**src/design/prc_vmem.sv**
```systemverilog
// ----------------------------------------------------------------------------
// prc_vmem
// Single-port-write / single-read synchronous memory with a registered read port.
// Per-entry valid bits cleared by reset; an unwritten entry reads as zero.
// ----------------------------------------------------------------------------
module prc_vmem #(
    parameter int WIDTH = 35,
    parameter int DEPTH = 64
) (
    input  logic                                   i_clk,
    input  logic                                   i_rst_n,
    input  logic                                   i_rd_en,
    input  logic [((DEPTH > 1) ? $clog2(DEPTH) : 1)-1:0] i_rd_addr,
    input  logic                                   i_we,
    input  logic [((DEPTH > 1) ? $clog2(DEPTH) : 1)-1:0] i_wr_addr,
    input  logic [WIDTH-1:0]                       i_wr_data,
    output logic [WIDTH-1:0]                       o_rd_data
);

    logic [WIDTH-1:0] r_mem [DEPTH];
    logic [DEPTH-1:0] r_vld;
    logic [WIDTH-1:0] r_rd_data;
    logic             r_rd_vld;

    always_ff @(posedge i_clk) begin
        if (i_we) begin
            r_mem[i_wr_addr] <= i_wr_data;
        end
        if (i_rd_en) begin
            r_rd_data <= r_mem[i_rd_addr];
        end
    end

    always_ff @(posedge i_clk) begin
        if (!i_rst_n) begin
            r_vld    <= '0;
            r_rd_vld <= 1'b0;
        end else begin
            if (i_we) begin
                r_vld[i_wr_addr] <= 1'b1;
            end
            if (i_rd_en) begin
                r_rd_vld <= r_vld[i_rd_addr];
            end
        end
    end

    assign o_rd_data = r_rd_vld ? r_rd_data : '0;

endmodule

```
**config.mk**
```make
export PLATFORM = sky130hd
export DESIGN_NAME = prc_vmem
export DESIGN_NICKNAME = d
export VERILOG_FILES = /design/src/design/prc_vmem.sv
export SDC_FILE = /design/constraint.sdc
export NUM_CORES = 2
export LEC_CHECK = 0
export BUFFER_PORTS_ARGS = -buffer_cell sky130_fd_sc_hd__clkbuf_2
export CORE_MARGIN = 4
export CORE_UTILIZATION = 65
export DETAILED_ROUTE_END_ITERATION = 6
export PLACE_DENSITY = 0.82
export SETUP_SLACK_MARGIN = 0.5
export SLEW_MARGIN = 40
export SYNTH_ARGS = -nofsm -noshare
export SYNTH_HDL_FRONTEND = slang
export SYNTH_SLANG_ARGS = --single-unit
```
**constraint.sdc**
```tcl
create_clock -name i_clk -period 6.8 [get_ports i_clk]
set_input_delay 1.02 -clock i_clk [delete_from_list [all_inputs] [get_ports i_clk]]
set_output_delay 1.02 -clock i_clk [all_outputs]
set_load 0.01 [all_outputs]
```
# Word-level counts from Yosys, hierarchy flattened
# Memory sizes are Yosys's and may differ from the RTL's. A register that Yosys moved wholly into a read port is not among the register bits.
# Index checks and enable logic that the tools add are counted.
[totals]
input_bits = 51
elab_cells = 15
ramBits = 2240
ff_bits = 65
mem_count = 1
[mem_list]
columns = ["memory", "depth", "word_bits", "read_ports", "rd_clocked_by_memory_dff", "wr", "line_no", "source"]
rows = [
  ["r_mem", 64, 35, 1, 1, 1, "20", "logic [WIDTH-1:0] r_mem [DEPTH];"],
]
[op_classes]
n_bitwise = 1
n_reduce_logical = 1
muxes = 7
magnitude_cmp = 3
[ops]
columns = ["op", "n"]
rows = [
  ["$or A64 B64 Y64", 1],
  ["$mux W35", 1],
  ["$lt A6 B7 Y1 const B", 2],
  ["$bmux W1 S6", 1],
  ["$demux W1 S6", 1],
  ["$ge A6 B1 Y1 const B", 1],
  ["$mux W1", 4],
  ["$logic_and A1 B1 Y1", 1],
]

# Logic depth before layout (Yosys ltp)
[depth]
depth_word = 5
mapped_depth = 9

# Least setup slack after synthesis
# Ideal clock, no wire load.
[synth_timing]
path_type = "input-to-reg"
from = "input port i_we"
to = "memory r_mem[40][0] (enable)"
arrival_ps = 3955
slack_ps = 2372
stages = 3
setup_time_ps = 473
cell_sequence = "nor2b_1 > nand3_1 > nor3_1"
[synth_between]
elab_chain_cells = 2
[synth_rtl]
columns = ["element", "line_no", "source"]
rows = [
  ["start: declaration", "14", "input logic i_we,"],
  ["$mux W1", "26", "if (i_we) begin"],
  ["$mux W1 (not written as such)", "27", "r_mem[i_wr_addr] <= i_wr_data;"],
  ["end: declaration", "20", ""],
]
# No other way between the ends.

==> flow_summary.json <==
{
  "hold_violations": 0,
  "min_path_cells": 1,
  "area.sequential_mm2": 0.0696,
  "die_area_mm2": 0.142,
  "post-cts-setup-buffers": 0,
  "timing_worst_slew_pin_value_ps": 945,
  "worst_setup_hold_path_clk_slew_ps": 70,
  "multi_input_comb_area_mm2": 0.0186,
  "floorplan.initialDensity_pct": 65.4,
  "area.growth.synth_to_final_pct": 12.6,
  "crit_path_cell_chain": "buf_8, buf_12, mux4_2, mux4_2, a22oi_1, nand2_1",
  "synthesis.area_per_instance_um2": 24.2,
  "count_of_fill_cells_added_during_filler_insertion": 6708,
  "antenna_left": 0,
  "finalNetCount": 3977,
  "worst-r2r-setup-slack_ps": 4350,
  "gr_util_all_layers_pct": 37.9,
  "die_x_um": 377,
  "gp_congestion": 0.821,
  "worst_clock_skew_ps": 41.2,
  "layout-drive-gt1-share_pct": 31.2,
  "finalWorstSetupSlack_ps": 3160,
  "std_cell_rows": 135,
  "clockBufferDepth": 3,
  "vdd_ir_drop_max_mv": 0.265,
  "report.final.slew_viol_count": 0,
  "detailed_place_hpwl_mm": 130,
  "ctsRootBufferMaster": "clkbuf_16",
  "maxCapViolations": 0,
  "static_leakage_power_nw": 31.2,
  "worstSetupStartpointType": "input port",
  "finalSetupTns_ps": 0,
  "cp_data_arrival_time_ps": 4210,
  "status": "finished clean",
  "design_power_total_mw": 29.5,
  "synth_commonest_cells": "edfxtp_1 (2275), mux4_2 (668), clkbuf_1 (90)",
  "worst_path_most_repeated_cell": "mux4_2",
  "yosysTopAreaCell": "edfxtp_1",
  "clock_insertion_delay_worst_skew_ps": 860,
  "worst_r2r_startpoint": "r_mem[7][25]",
  "min-delay-start": "r_vld[51]",
  "synth_enable_flop_cells": 2275,
  "wl_per_cell_um": 44.9,
  "rsz0062_at_grt": "false",
  "finalCoreUtilization_pct": 73.7,
  "first_global_vias": 46600,
  "worstPathRequired_ps": 7370,
  "synth-seq-cells": 2340,
  "yosys-top-cells-area": "edfxtp_1 (77%), mux4_2 (17%), dfxtp_1 (1.5%)",
  "floorplan.die.height_um": 377,
  "synth_async_sr_flop_share_pct": 0,
  "route.vias.total": 46700,
  "timing.reg2reg.worst_path_depth": 4,
  "cp.buffers_inverters": 2,
  "grt_antenna_before_repair": 22,
  "finalCriticalPeriod_ps": 3640,
  "first_pass_detailed_route_iteration_total": 6,
  "post_synth_inst_count": 3669,
  "netlist-cell-type-count": 40,
  "library_cell_with_the_highest_instance_count_after_synthesis": "edfxtp_1",
  "critical_setup_path_kind": "input port to flip-flop",
  "cts.htree.levels": 4,
  "grt_overflow": 0,
  "critical-path-top-delay-family": "buffers and inverters",
  "synth_fp_nets": 3720,
  "boundaryPins": 86,
  "hold_buffers": 0,
  "tritoncts": "done",
  "dominantRegCellSynth": "edfxtp_1",
  "critical-path-max-stage-delay_ps": 690,
  "post_cts.resized_instances": 0,
  "critical_path.reg2reg.endpoint": "r_rd_data[25]",
  "worst_hold_path_type": "flip-flop to flip-flop",
  "cts_buffers": 214,
  "worst_rel_slew_slack_pct": 37.0,
  "critical_path.max_fanout": 129,
  "cp_slowest_cell": "buf_12",
  "min_delay_worst_endpoint": "r_vld[51]",
  "pwr_density_cell_mw_per_mm2": 296,
  "min_period_over_period_pct": 53.6,
  "detailedPlace.worstSlack_ps": 2470,
  "fmaxAchievable_mhz": 275,
  "routed_wl_mm": 265,
  "routed_via_density": 7.92,
  "yosys.area.top_type_share_pct": 77.1,
  "floorplan.core_area_mm2": 0.135,
  "ys.warnings.count": 0,
  "end_kind": "flip-flop",
  "sequential_area_share_after_synthesis_pct": 78.5,
  "drt_drc_violations_left": 0,
  "grt_first_pass_wirelength_mm": 367,
  "drtIter0Drc": 9264,
  "cts_sinks": 2340,
  "port-buffer-count": 85,
  "setup_viol": 0,
  "post_synth_instance_area_mm2": 0.0886,
  "pin_count_of_the_biggest_net_entering_global_routing": 130
}
worst register-to-register path: cells and delay by family (launching register included):
family	cells	cell delay [ps]
compound gates	1	630
simple gates	1	140
flops	1	400
mux	2	980
area by class of cell:
class	instances	share of cell area, %
multi-input combinational	1129	18.7
antenna	25	0.0627
inverter	1	0.00376
clock buffer	268	5.69
clock inverter	115	1.17
sequential	2340	69.7
tap	1781	2.23
timing repair buffer	240	2.45
cell families (layout without fill, tap and decap cells):
kind of cell	count (synthesis)	after routing	share of synthesized area, %
other cells	0	25	0
mux	713	713	17.5
buf+inv	200	624	1.04
flops	2340	2340	78.5
simple gates	203	203	1.11
compound gates	213	213	1.83
layer usage:
layer / GRT usage, % / vias up / wire (um)
met4: 20.9 / 8 / 16900
met3: 11.6 / 1120 / 39200
met5: 0 / - / 57
met1: 48.5 / 23900 / 80000
li1: - / 16400 / -
met2: 59.3 / 5329 / 129000
worst max-delay path by stage:
stage                       from             to  cells after the start
finish              i_rd_addr[2]  r_rd_data[25]                      6
CTS                 i_rd_addr[2]  r_rd_data[25]                      6
detailed placement  i_rd_addr[2]  r_rd_data[25]                      6
floorplan                   i_we   r_mem[40][0]                      3
global placement    i_rd_addr[2]  r_rd_data[26]                      7
global route        i_rd_addr[2]  r_rd_data[25]                      6
power breakdown:
part / total, mW / leakage (nW) / switching (mW) / internal, mW
logic: 1.40 / 6.82 / 0.861 / 0.540
clock network: 12.1 / 3.34 / 5.36 / 6.76
registers: 16.0 / 21.0 / 0.0606 / 15.9
flip-flops by register name, summed over array words and instances (netlist names):
register and cells:
r_mem 2240, r_rd_data 35, r_rd_vld 1, r_vld 64
stage by stage:
step | instance area [um2] | std cells | hold WS (ps)
floorplan | 88600 | 3669 | 433
global placement | 91900 | 5450 | 439
detailed placement | 92800 | 5485 | 448
CTS | 99600 | 5868 | 467
global route | 99800 | 5878 | 482
finish | 99800 | 5899 | 471
layout by cell type (no fill, tap or decap), types with 23 or more instances in the layout:
cell type / count
buf_4: 91
bufinv_16: 23
mux2i_1: 39
clkbuf_1: 46
mux4_2: 668
clkinv_2: 29
edfxtp_1: 2275
and2_1: 37
nor2_4: 61
clkbuf_16: 220
clkbuf_2: 46
nand2_1: 35
clkinv_1: 52
clkbuf_4: 35
dfxtp_1: 64
a22oi_1: 79
o21a_1: 64
diode_2: 25
No activity file was read; power rests on OpenSTA's default activity.
