$ cat config.mk
export PLATFORM = sky130hd
export DESIGN_NAME = prc_stats
export DESIGN_NICKNAME = d
export VERILOG_FILES = /design/src/design/prc_pkg.sv /design/src/design/prc_stats.sv
export SDC_FILE = /design/constraint.sdc
export NUM_CORES = 1
export LEC_CHECK = 0
export BUFFER_PORTS_ARGS = -buffer_cell sky130_fd_sc_hd__buf_4
export CORE_ASPECT_RATIO = 1.1
export CORE_MARGIN = 2
export CORE_UTILIZATION = 51
export DETAILED_ROUTE_END_ITERATION = 10
export PLACE_DENSITY = 0.65
export SETUP_SLACK_MARGIN = 0.05
export SYNTH_ARGS = -nofsm -noshare
export SYNTH_HDL_FRONTEND = slang
export SYNTH_SLANG_ARGS = --single-unit
$ cat constraint.sdc
create_clock -name i_clk -period 10 [get_ports i_clk]
set_input_delay 1 -clock i_clk [delete_from_list [all_inputs] [get_ports i_clk]]
set_output_delay 1 -clock i_clk [all_outputs]
set_load 0.03 [all_outputs]
$ cat src/design/prc_pkg.sv
// ----------------------------------------------------------------------------
// prc_pkg
// Shared types, codes and helpers for the packet rule classifier.
// ----------------------------------------------------------------------------
package prc_pkg;

    localparam int CNT_W        = 64;
    localparam int NUM_BASE_CNT = 6;   // packets, four verdicts, bytes

    // command codes
    localparam logic [1:0] CMD_CLASSIFY = 2'd0;
    localparam logic [1:0] CMD_WRITE    = 2'd1;
    localparam logic [1:0] CMD_READ     = 2'd2;

    // class action codes
    localparam logic [1:0] ACT_PASS     = 2'd0;
    localparam logic [1:0] ACT_DROP     = 2'd1;
    localparam logic [1:0] ACT_MARK     = 2'd2;
    localparam logic [1:0] ACT_REDIRECT = 2'd3;

    // verdict codes
    localparam logic [1:0] VERDICT_PASS     = 2'd0;
    localparam logic [1:0] VERDICT_DROP     = 2'd1;
    localparam logic [1:0] VERDICT_REDIRECT = 2'd2;
    localparam logic [1:0] VERDICT_ACK      = 2'd3;

    // config register indexes
    localparam logic [2:0] CFG_SRC_ADDR = 3'd0;
    localparam logic [2:0] CFG_SRC_MASK = 3'd1;
    localparam logic [2:0] CFG_DST_ADDR = 3'd2;
    localparam logic [2:0] CFG_DST_MASK = 3'd3;
    localparam logic [2:0] CFG_SRC_PORT = 3'd4;
    localparam logic [2:0] CFG_DST_PORT = 3'd5;
    localparam logic [2:0] CFG_PROTOCOL = 3'd6;
    localparam logic [2:0] CFG_CLASS    = 3'd7;

    typedef struct packed {
        logic [1:0]  cmd;
        logic        is_ipv4;
        logic [31:0] src_addr;
        logic [31:0] dst_addr;
        logic [7:0]  ip_protocol;
        logic [15:0] l4_src_port;
        logic [15:0] l4_dst_port;
        logic [15:0] frame_length;
        logic [6:0]  entry_index;
        logic        entry_valid;
        logic [1:0]  entry_action;
        logic [31:0] entry_value;
    } t_in_item;

    typedef struct packed {
        logic [1:0]       verdict;
        logic             set_index;
        logic [15:0]      index_value;
        logic [31:0]      redirect_port;
        logic [CNT_W-1:0] counter_value;
    } t_out_item;

    typedef struct packed {
        logic        present;
        logic [1:0]  action;
        logic [31:0] operand;
    } t_class_entry;

    typedef enum logic [1:0] {
        KIND_PASS,
        KIND_DROP,
        KIND_MARK,
        KIND_REDIRECT
    } t_kind;

    typedef enum logic [2:0] {
        SEL_PKT,
        SEL_PASS,
        SEL_DROP,
        SEL_MARK,
        SEL_REDIR,
        SEL_BYTES,
        SEL_RULE,
        SEL_NONE
    } t_stat_sel;

    typedef struct packed {
        logic        en;
        t_kind       kind;
        logic        hit;
        logic [15:0] len;
    } t_stat_upd;

    typedef enum logic {
        S_IDLE,
        S_EXEC
    } t_state;

    function automatic logic [CNT_W-1:0] sat_add(input logic [CNT_W-1:0] a,
                                                 input logic [15:0] b);
        logic [CNT_W:0] s;
        s = {1'b0, a} + {{(CNT_W-15){1'b0}}, b};
        return s[CNT_W] ? {CNT_W{1'b1}} : s[CNT_W-1:0];
    endfunction

endpackage

$ cat src/design/prc_stats.sv
// ----------------------------------------------------------------------------
// prc_stats
// Scalar saturating counters: packets, bytes, four verdicts, rule hits.
// ----------------------------------------------------------------------------
module prc_stats
(
    input  logic                    i_clk,
    input  logic                    i_rst_n,
    input  prc_pkg::t_stat_upd      i_upd,
    input  prc_pkg::t_stat_sel      i_sel,
    output logic [prc_pkg::CNT_W-1:0] o_value
);
    import prc_pkg::*;

    logic [CNT_W-1:0] r_pkt;
    logic [CNT_W-1:0] r_bytes;
    logic [CNT_W-1:0] r_rule;
    logic [CNT_W-1:0] r_vcnt [4];

    always_ff @(posedge i_clk) begin
        if (!i_rst_n) begin
            r_pkt   <= '0;
            r_bytes <= '0;
            r_rule  <= '0;
            for (int k = 0; k < 4; k++) begin
                r_vcnt[k] <= '0;
            end
        end else if (i_upd.en) begin
            r_pkt   <= sat_add(r_pkt, 16'd1);
            r_bytes <= sat_add(r_bytes, i_upd.len);
            if (i_upd.hit) begin
                r_rule <= sat_add(r_rule, 16'd1);
            end
            for (int k = 0; k < 4; k++) begin
                if (i_upd.kind == t_kind'(k)) begin
                    r_vcnt[k] <= sat_add(r_vcnt[k], 16'd1);
                end
            end
        end
    end

    always_comb begin
        case (i_sel)
            SEL_PKT:   o_value = r_pkt;
            SEL_PASS:  o_value = r_vcnt[0];
            SEL_DROP:  o_value = r_vcnt[1];
            SEL_MARK:  o_value = r_vcnt[2];
            SEL_REDIR: o_value = r_vcnt[3];
            SEL_BYTES: o_value = r_bytes;
            SEL_RULE:  o_value = r_rule;
            default:   o_value = '0;
        endcase
    end

endmodule

* Word-level counts from Yosys, hierarchy flattened
Memory sizes are Yosys's and may differ from the RTL's.
Index checks and enable logic that the tools add are counted.
** Word-level totals
- RAM bits :: 256
- Input bits :: 25
- Output and inout bits :: 64
- Flip-flop bits (word level) :: 192
- Logic and storage cells :: 56
- Memories kept :: 1
** Operators by class
- Reductions and logical operators :: 3
- Bitwise gates (word level) :: 4
- Equality and inequality tests :: 9
- Add/subtract/negate cells :: 7
- Multiplexer cells :: 29
** Memory list
- r_vcnt :: depth 4, bits a word 64, rd ports 4, clocked after Yosys merged registers in 0, wr ports 4, RTL line prc_stats.sv:18 : logic [CNT_W-1:0] r_vcnt [4];
** Operators with widths (number)
- two-way mux 64 bit :: 11
- one-hot mux 64 bit (7 select lines) :: 1
- adder 64 x 1 -> 65 bit, second input constant :: 6
- adder 64 x 16 -> 65 bit :: 1
- two-way mux 1 bit :: 17
- == test 3 bit, second input constant :: 3
- == test 3 x 2 -> 1 bit, second input constant :: 2
- == test 2 bit, second input constant :: 2
- OR 1 bit :: 4
- == test 3 x 1 -> 1 bit, second input constant :: 1
- zero test 3 bit :: 1
- == test 2 x 1 -> 1 bit, second input constant :: 1
- zero test 2 bit :: 1
- AND reduction 2 bit :: 1

* Longest topological paths before layout
Gate-level depths: netlist (run 1).
- Depth in word-level cells :: 6
- Depth in mapped cells :: 12

* Worst setup path before layout (run 1)
OpenSTA, ideal clock, no wires.
- Kind :: input -> register
- From :: input port i_upd[19] in the netlist's numbering
- To :: memory r_vcnt[1][0] (enable)
- Path slack :: 3.163 ns
- Stages :: 5
- Arrival time :: 6.263 ns
- Buffers on the path :: 3
- Cell sequence :: buf_2 -> clkbuf_1 -> clkbuf_1 -> nand2_1 -> o21ai_0
** RTL lines
- start: declaration :: RTL line prc_stats.sv:9 : input prc_pkg::t_stat_upd i_upd,
- end: declaration :: RTL line prc_stats.sv:18

* Final worst setup path (run 1)
- From :: input port i_sel[0]
- To :: output port o_value[24] in the netlist's numbering
** On the way
- Word-level cells in the longest chain between the ends :: 2
- Elaborated cells on any way between the ends :: 8
- Classes of those cells :: 6 x eq/ne; 1 x mux; 1 x reduce/logical
** Ends and longest elaborated chain
- start: declaration :: RTL line prc_stats.sv:10 : input prc_pkg::t_stat_sel i_sel,
- == test 3 bit (tied with other cells) :: RTL line prc_stats.sv:43 : case (i_sel)
- one-hot mux 64 bit (7 select lines) * :: RTL line prc_stats.sv:43
- end: declaration :: RTL line prc_stats.sv:11 : output logic [prc_pkg::CNT_W-1:0] o_value
Every way passes the cells marked *; elsewhere a longest branch is shown, timed or not.

==> impl_metrics.yaml, run 1 <==
status:
  run_status: "finished clean"
power_and_ir_drop:
  power.static_leakage_uw: 0.0100
  irDropWorstVdd_mv: 0.133
  power.share.sequential_pct: 47.8
  share_clk_of_total_power_pct: 42.6
  internal-power_uw: 3260
  power_per_cell_area_nw_per_um2: 148
  switching_share_pct: 26.4
  gate_power_share_pct: 9.6
  netSwitchingPower_uw: 1170
clock_tree:
  cts_stage_hold_buffer_count: 0
  clock_tree.root_cell: "sky130_fd_sc_hd__clkbuf_16"
  clock_tree.buffer_depth: 3
  postCtsSetupBuffers: 0
  clock-sinks: 448
  clk_pin_slew_worst_paths_ns: 0.06
  clock_tree_from_tritoncts: "yes"
  clock_tree.htree_level_count: 2
  clk-insertion-delay-late_ns: 0.60
  number_of_buffers_created_by_cts: 51
  cts_repair_resizes: 0
logic_synthesis:
  ys_ff_latch: 448
  synth.avg_cell_area_um2: 9.06
  syn_area_um2: 27100
  async_reset_ff_share_pct: 0
  synth.yosys.seq_area_share_pct: 42.6
  synth_enable_flop_cells: 256
  syn_nets: 3038
  synthesized_netlist_cell_count: 2990
  synth_cell_type_count: 73
  yosys_most_used_dff: "sky130_fd_sc_hd__edfxtp_1"
  total_number_of_yosys_warnings: 0
global_routing:
  maximum_number_of_pins_on_one_net_before_global_route_repair: 83
  grt_overflow: 0
  first_global_vias: 22300
  number_of_antenna_violations_at_the_first_check_in_global_routing: 2
  grtUsageTotal_pct: 31.0
  grt_busiest_layer: "met2"
  gr-usage-met1_pct: 44.8
  met2_usage_pct: 47.7
  grt_use_met3_pct: 4.52
  first_pass_grt_wire_length_mm: 132
critical_path:
  r2r_start: "r_vcnt[2][20]"
  startpoint: "i_sel[0]"
  cp_max_fo: 51
  reg2reg_setup_slack_ns: 6.31
  crit_type: "in2out"
  critical_path.startpoint_type: "input pin"
  crit_path_cell_trace: "buf_4 > buf_4 > nor3_2 > buf_4 > a22o_1 > nor2_1 > o21ai_0 > buf_4"
  arrival_time_of_the_worst_setup_path_ns: 3.67
  reg2reg_to: "r_vcnt[2][5]"
  cpMostUsedCell: "sky130_fd_sc_hd__buf_4"
  critical_path.endpoint_type: "output port"
  required_time_of_the_critical_path_ns: 9.00
  critical_path.n_buffers_inverters: 4
  cp_slowest_cell: "sky130_fd_sc_hd__buf_4"
  cp_top_family: "buffers and inverters"
  worstRegToRegCells: 8
  slowest_delay_ns: 0.79
final_layout:
  fillers: 4644
  final_common_cell: "sky130_fd_sc_hd__a21oi_1"
  layout.area.seq_um2: 11500
  layout.cells.most_common_list: "sky130_fd_sc_hd__a21oi_1 (446), sky130_fd_sc_hd__edfxtp_1 (256), sky130_fd_sc_hd__nor2_1 (206), sky130_fd_sc_hd__xor2_1 (192), sky130_fd_sc_hd__dfxtp_1 (192)"
  nNetsFinal: 3024
  layout-drive-gt1-share_pct: 9.21
  multi_input_area_um2: 14700
  area_growth_pct: 10.2
  post-route-cell-area_um2: 29800
timing:
  fin_crit_ns: 4.67
  layout_worst_path_cycle_share_pct: 46.7
  tightestPinTransition_ns: 1.16
  grt_setup_unrepaired: "false"
  timing.final.max_slew_violations: 0
  finalClockSkew_ns: 0.0222
  finalHoldViolations: 0
  tns_ns: 0
  max_freq_ghz: 0.214
  maxSlewHeadroom_pct: 22.4
  setup_viol: 0
floorplan:
  design.die.area_um2: 55000
  chipHeight_um: 246
  core_um2: 52400
  effective_utilization_at_floorplan_pct: 51.7
  die_width_um: 224
  rows: 88
  ioPinCount: 89
route:
  drt_pre_antenna_iters: 6
  detailedRoute.firstIterationViolations: 3354
  remaining_drc_errors: 0
  detail_route.wirelength_mm: 87.1
  ant_nets: 0
  post_drt_wl_per_cell_um: 23.6
  vias_per_cell: 6.54
  routed-via-count: 24200
place:
  io_buffer_count: 88
  dp_hpwl_mm: 61.3
  gp_congestion: 0.944
  placed_area_um2: 28200
hold_path:
  hold_path_startpoint: "r_rule[34]"
  hold-path-endpoint: "r_rule[34]"
  min-delay-path-class: "reg2reg"
  whs_path_depth: 1
run:
  max_cap_violations: 0
==> how the worst max path moves through the flow <==
| stage | depth (start not counted) | slack [ns] | to |
|---|---|---|---|
| after floorplan | 5 | 3.16 | r_vcnt[1][0] |
| after global placement | 8 | 5.41 | o_value[24] |
| after detailed placement | 8 | 5.36 | o_value[24] |
| after CTS | 8 | 5.37 | o_value[24] |
| after global routing | 8 | 5.25 | o_value[24] |
| final | 8 | 5.33 | o_value[24] |
==> area by class of cell <==
class	instances	share of cell area, %
multi-input combinational	2293	49.1
inverter	60	0.763
antenna	1	0.00839
clock buffer	73	5.04
sequential	448	38.6
timing repair buffer	122	3.07
clock inverter	22	0.524
tap	675	2.83
==> cells in the mapped netlist, types with 22 or more instances <==
library cell | n | share of area [%]
sky130_fd_sc_hd__a21oi_1 | 446 | 8.2
sky130_fd_sc_hd__edfxtp_1 | 256 | 28
sky130_fd_sc_hd__nor2_1 | 208 | 2.9
sky130_fd_sc_hd__dfxtp_1 | 192 | 14
sky130_fd_sc_hd__xor2_1 | 192 | 6.2
sky130_fd_sc_hd__nand3_1 | 191 | 3.5
sky130_fd_sc_hd__nand2_1 | 176 | 2.4
sky130_fd_sc_hd__xnor2_1 | 164 | 5.3
sky130_fd_sc_hd__clkbuf_1 | 162 | 2.2
sky130_fd_sc_hd__nand4_1 | 109 | 2.5
sky130_fd_sc_hd__and3_1 | 84 | 1.9
sky130_fd_sc_hd__o21ai_0 | 84 | 1.6
sky130_fd_sc_hd__nor3_1 | 79 | 1.5
sky130_fd_sc_hd__a22oi_1 | 60 | 1.7
sky130_fd_sc_hd__and4_1 | 59 | 1.9
sky130_fd_sc_hd__inv_1 | 59 | 0.82
sky130_fd_sc_hd__a22o_1 | 54 | 1.7
sky130_fd_sc_hd__mux2i_1 | 53 | 2.0
sky130_fd_sc_hd__nor4_1 | 31 | 0.72
sky130_fd_sc_hd__and2_1 | 27 | 0.62
sky130_fd_sc_hd__mux2_2 | 26 | 1.1
sky130_fd_sc_hd__a31oi_1 | 24 | 0.55
sky130_fd_sc_hd__ha_1 | 22 | 1.0
sky130_fd_sc_hd__or3_1 | 22 | 0.51
==> worst reg2reg max path: cells and delay by family (launching register included) <==
family,cells,cell delay (ns)
and+or+nand+nor,6,2.34
buffers and inverters,1,0.55
DFF,1,0.44
AOI/OAI and AO/OA,1,0.22
==> kinds of logic (layout without fill, tap and decap cells) <==
family / Yosys count / in the layout / share of synthesized area (%)
AOI/OAI and AO/OA: 784 / 784 / 17.4
xor gates and xnor gates: 356 / 356 / 11.5
other: 0 / 1 / 0
adders and majority gates: 23 / 23 / 1.09
DFF: 448 / 448 / 42.6
buffers and inverters: 249 / 277 / 3.61
and+or+nand+nor: 1049 / 1049 / 20.6
muxes: 81 / 81 / 3.21
==> stage by stage <==
| step | power (uW) | util, % | cells | hold WS, ns | setup WS [ns] |
|---|---|---|---|---|---|
| floorplan | 2410 | - | 2990 | 0.458 | 3.16 |
| global placement | 2560 | 53.8 | 3598 | 0.513 | 5.41 |
| detailed placement | 2570 | 53.8 | 3598 | 0.506 | 5.36 |
| CTS | 4430 | 56.9 | 3693 | 0.517 | 5.37 |
| global route | 4550 | 56.9 | 3693 | 0.571 | 5.25 |
| finish | 4420 | 56.9 | 3694 | 0.528 | 5.33 |
==> metal layers <==
layer,routed length (um),share of wire [%]
met1,37700,43
met2,38700,44
met3,8000,9.2
met4,2650,3.0
met5,21,0.024
==> power by group through the flow <==
stage / Sequential [uW] / Clock [uW] / Combinational [uW]
3_5_place_dp: 2150 / 0 / 419
6_report: 2110 / 1880 / 427
4_1_cts: 2110 / 1900 / 422
5_1_grt: 2120 / 1980 / 457
3_3_place_gp: 2150 / 0 / 413
2_1_floorplan: 2120 / 0 / 287
==> registers in the layout, indices dropped and copies added (netlist names) <==
| signal | flops |
|---|---|
| r_pkt | 64 |
| r_rule | 64 |
| r_bytes | 64 |
| r_vcnt | 256 |
Power figures use the tool's default switching activity.
==> run 2: changes to the inputs <==
--- a/config.mk
+++ b/config.mk
@@ -10,7 +10,7 @@
 export CORE_MARGIN = 2
 export CORE_UTILIZATION = 51
 export DETAILED_ROUTE_END_ITERATION = 10
-export PLACE_DENSITY = 0.65
+export PLACE_DENSITY = 0.67
 export SETUP_SLACK_MARGIN = 0.05
 export SYNTH_ARGS = -nofsm -noshare
 export SYNTH_HDL_FRONTEND = slang
==> constraint.sdc (replaced) <==
create_clock -name i_clk -period 4.1 [get_ports i_clk]
set_input_delay 0.41 -clock i_clk [delete_from_list [all_inputs] [get_ports i_clk]]
set_output_delay 0.41 -clock i_clk [all_outputs]
set_load 0.03 [all_outputs]
==> run 2 against run 1 <==
Against the previous run:
- critical endpoint is now r_vcnt[3][3]
- power grew 140%
- worst setup slack worse by 4.5 ns
- cell count increased by 0.49%
- register-to-register slack got worse by 5.5 ns
- non-clock buffer count rose by 20
- clock-buffer cell count shrank 3
- clock skew decreased by 0.0014 ns
- global-route usage grew 0.61 points
- cell area up 0.57%
- core utilization is 0.32 points higher
- via count up 0.72%
==> impl_metrics.yaml, run 2 (synthesis gave the netlist of run 1 again) <==
route:
  met3RoutedLength_mm: 8.40
  routed-wl-met2_mm: 39.5
  detail_route.wirelength_mm: 88.4
  routed-via-count: 24300
  vias_per_cell: 6.56
  detailedRoute.firstIterationViolations: 2723
  drt_pre_antenna_iters: 6
  ant_nets: 0
  wl_met1_mm: 37.2
  remaining_drc_errors: 0
  post_drt_wl_per_cell_um: 23.8
  top_layer_used: "met5"
clock_tree:
  cts_stage_hold_buffer_count: 0
  clk_pin_slew_worst_paths_ns: 0.06
  clock-sinks: 448
  number_of_buffers_created_by_cts: 50
  clk-insertion-delay-late_ns: 0.61
  cts_repair_resizes: 0
  clock_tree.root_cell: "sky130_fd_sc_hd__clkbuf_16"
  clock_tree.htree_level_count: 2
  postCtsSetupBuffers: 0
  clock_tree_from_tritoncts: "yes"
  clock_tree.buffer_depth: 3
critical_path:
  critical_path.n_buffers_inverters: 0
  critical_path.startpoint_type: "register"
  cpMostUsedCell: "sky130_fd_sc_hd__nand4_2"
  crit_type: "reg2reg"
  slowest_delay_ns: 0.98
  arrival_time_of_the_worst_setup_path_ns: 3.75
  required_time_of_the_critical_path_ns: 4.55
  cp_slowest_cell: "sky130_fd_sc_hd__or3_2"
  cp_top_family: "simple AND/OR/NAND/NOR gates"
  cp_max_fo: 59
  critical_path.endpoint_type: "register"
  r2r_start: "r_vcnt[3][0]"
  crit_path_cell_trace: "ha_1 > and2_1 > nand4_2 > nor4_4 > nand4_2 > or3_2 > a21oi_1"
  startpoint: "r_vcnt[3][0]"
floorplan:
  core_um2: 52400
  rows: 88
  ioPinCount: 89
  design.die.area_um2: 55000
  effective_utilization_at_floorplan_pct: 51.7
  die_width_um: 224
  chipHeight_um: 246
timing:
  max_freq_ghz: 0.303
  finalHoldViolations: 0
  maxSlewHeadroom_pct: 23.6
  fin_worst_hold_slack_ns: 0.178
  timing.final.max_slew_violations: 0
  setup_viol: 0
  layout_worst_path_cycle_share_pct: 80.6
  fin_crit_ns: 3.30
  finalClockSkew_ns: 0.0208
  tightestPinTransition_ns: 1.15
  grt_setup_unrepaired: "false"
  fin_ws_ns: 0.797
final_layout:
  largest_reg_flops: 256
  final_common_cell: "sky130_fd_sc_hd__a21oi_1"
  layout-drive-gt1-share_pct: 9.78
  top_register: "r_vcnt"
  area_growth_pct: 10.8
  fillers: 4702
  nNetsFinal: 3043
  layout.area.seq_um2: 11500
  antenna_cells_inserted: 0
  multi_input_area_um2: 14700
  layout.cells.most_common_list: "sky130_fd_sc_hd__a21oi_1 (446), sky130_fd_sc_hd__edfxtp_1 (256), sky130_fd_sc_hd__nor2_1 (207), sky130_fd_sc_hd__xor2_1 (192), sky130_fd_sc_hd__dfxtp_1 (192)"
hold_path:
  hold_path_startpoint: "i_upd[0]"
  min-delay-path-class: "in2reg"
power_and_ir_drop:
  power.static_leakage_uw: 0.0101
  power_per_cell_area_nw_per_um2: 359
  p_total_uw: 10800
  irDropWorstVdd_mv: 0.282
place:
  io_buffer_count: 88
  pre_cts_ws_ns: 0.694
  gp_congestion: 0.924
  dp_hpwl_mm: 62.9
global_routing:
  first_global_vias: 22800
  grtUsageTotal_pct: 31.6
  first_pass_grt_wire_length_mm: 135
  number_of_antenna_violations_at_the_first_check_in_global_routing: 4
  grt_overflow: 0
  maximum_number_of_pins_on_one_net_before_global_route_repair: 99
run:
  max_cap_violations: 0
status:
  run_status: "finished clean"
-- run 2: path summary, 6_finish.rpt --
check / to / slack (ns) / cells past startpoint
setup / recovery: r_vcnt[3][3] / 0.80 / 7
hold / removal: r_bytes[0] / 0.18 / 4
setup reg to reg: r_vcnt[3][3] / 0.80 / 7
hold reg to reg: r_rule[34] / 0.53 / 1
-- run 2: worst register-to-register path: stages, from the launching register on --
cell and delay [ns]:
sky130_fd_sc_hd__edfxtp_1 0.41, sky130_fd_sc_hd__ha_1 0.21, sky130_fd_sc_hd__and2_1 0.23, sky130_fd_sc_hd__nand4_2 0.21
sky130_fd_sc_hd__nor4_4 0.52, sky130_fd_sc_hd__nand4_2 0.23, sky130_fd_sc_hd__or3_2 0.98, sky130_fd_sc_hd__a21oi_1 0.36
-- run 2: layout make-up --
cell class | instances | share of cell area [%]
sequential | 448 | 38.4
clock buffer | 70 | 4.77
clock inverter | 24 | 0.638
inverter | 60 | 0.759
timing repair buffer | 142 | 3.76
tap | 675 | 2.81
multi-input combinational | 2293 | 48.8
-- run 2: report_power, final --
part | switching [uW] | leakage [uW] | internal, uW
logic | 694 | 0.00509 | 364
registers | 233 | 0.00424 | 4920
clock network | 1940 | 0.000804 | 2620
-- run 2: metal layers --
layer	global-route usage, %	up-vias
li1	-	11200
met1	43.4	11900
met2	49.2	1096
met3	6.37	183
met4	12.2	6
met5	0	-
-- run 2: metrics by stage --
stage | cells | TNS [ns] | instance area [um2] | utilization (%)
after floorplan | 2990 | -67.41 | 27100 | -
after global placement | 3618 | 0 | 28400 | 54.2
after detailed placement | 3618 | 0 | 28400 | 54.2
after CTS | 3712 | 0 | 30000 | 57.3
after global routing | 3712 | 0 | 30000 | 57.3
final | 3712 | 0 | 30000 | 57.3
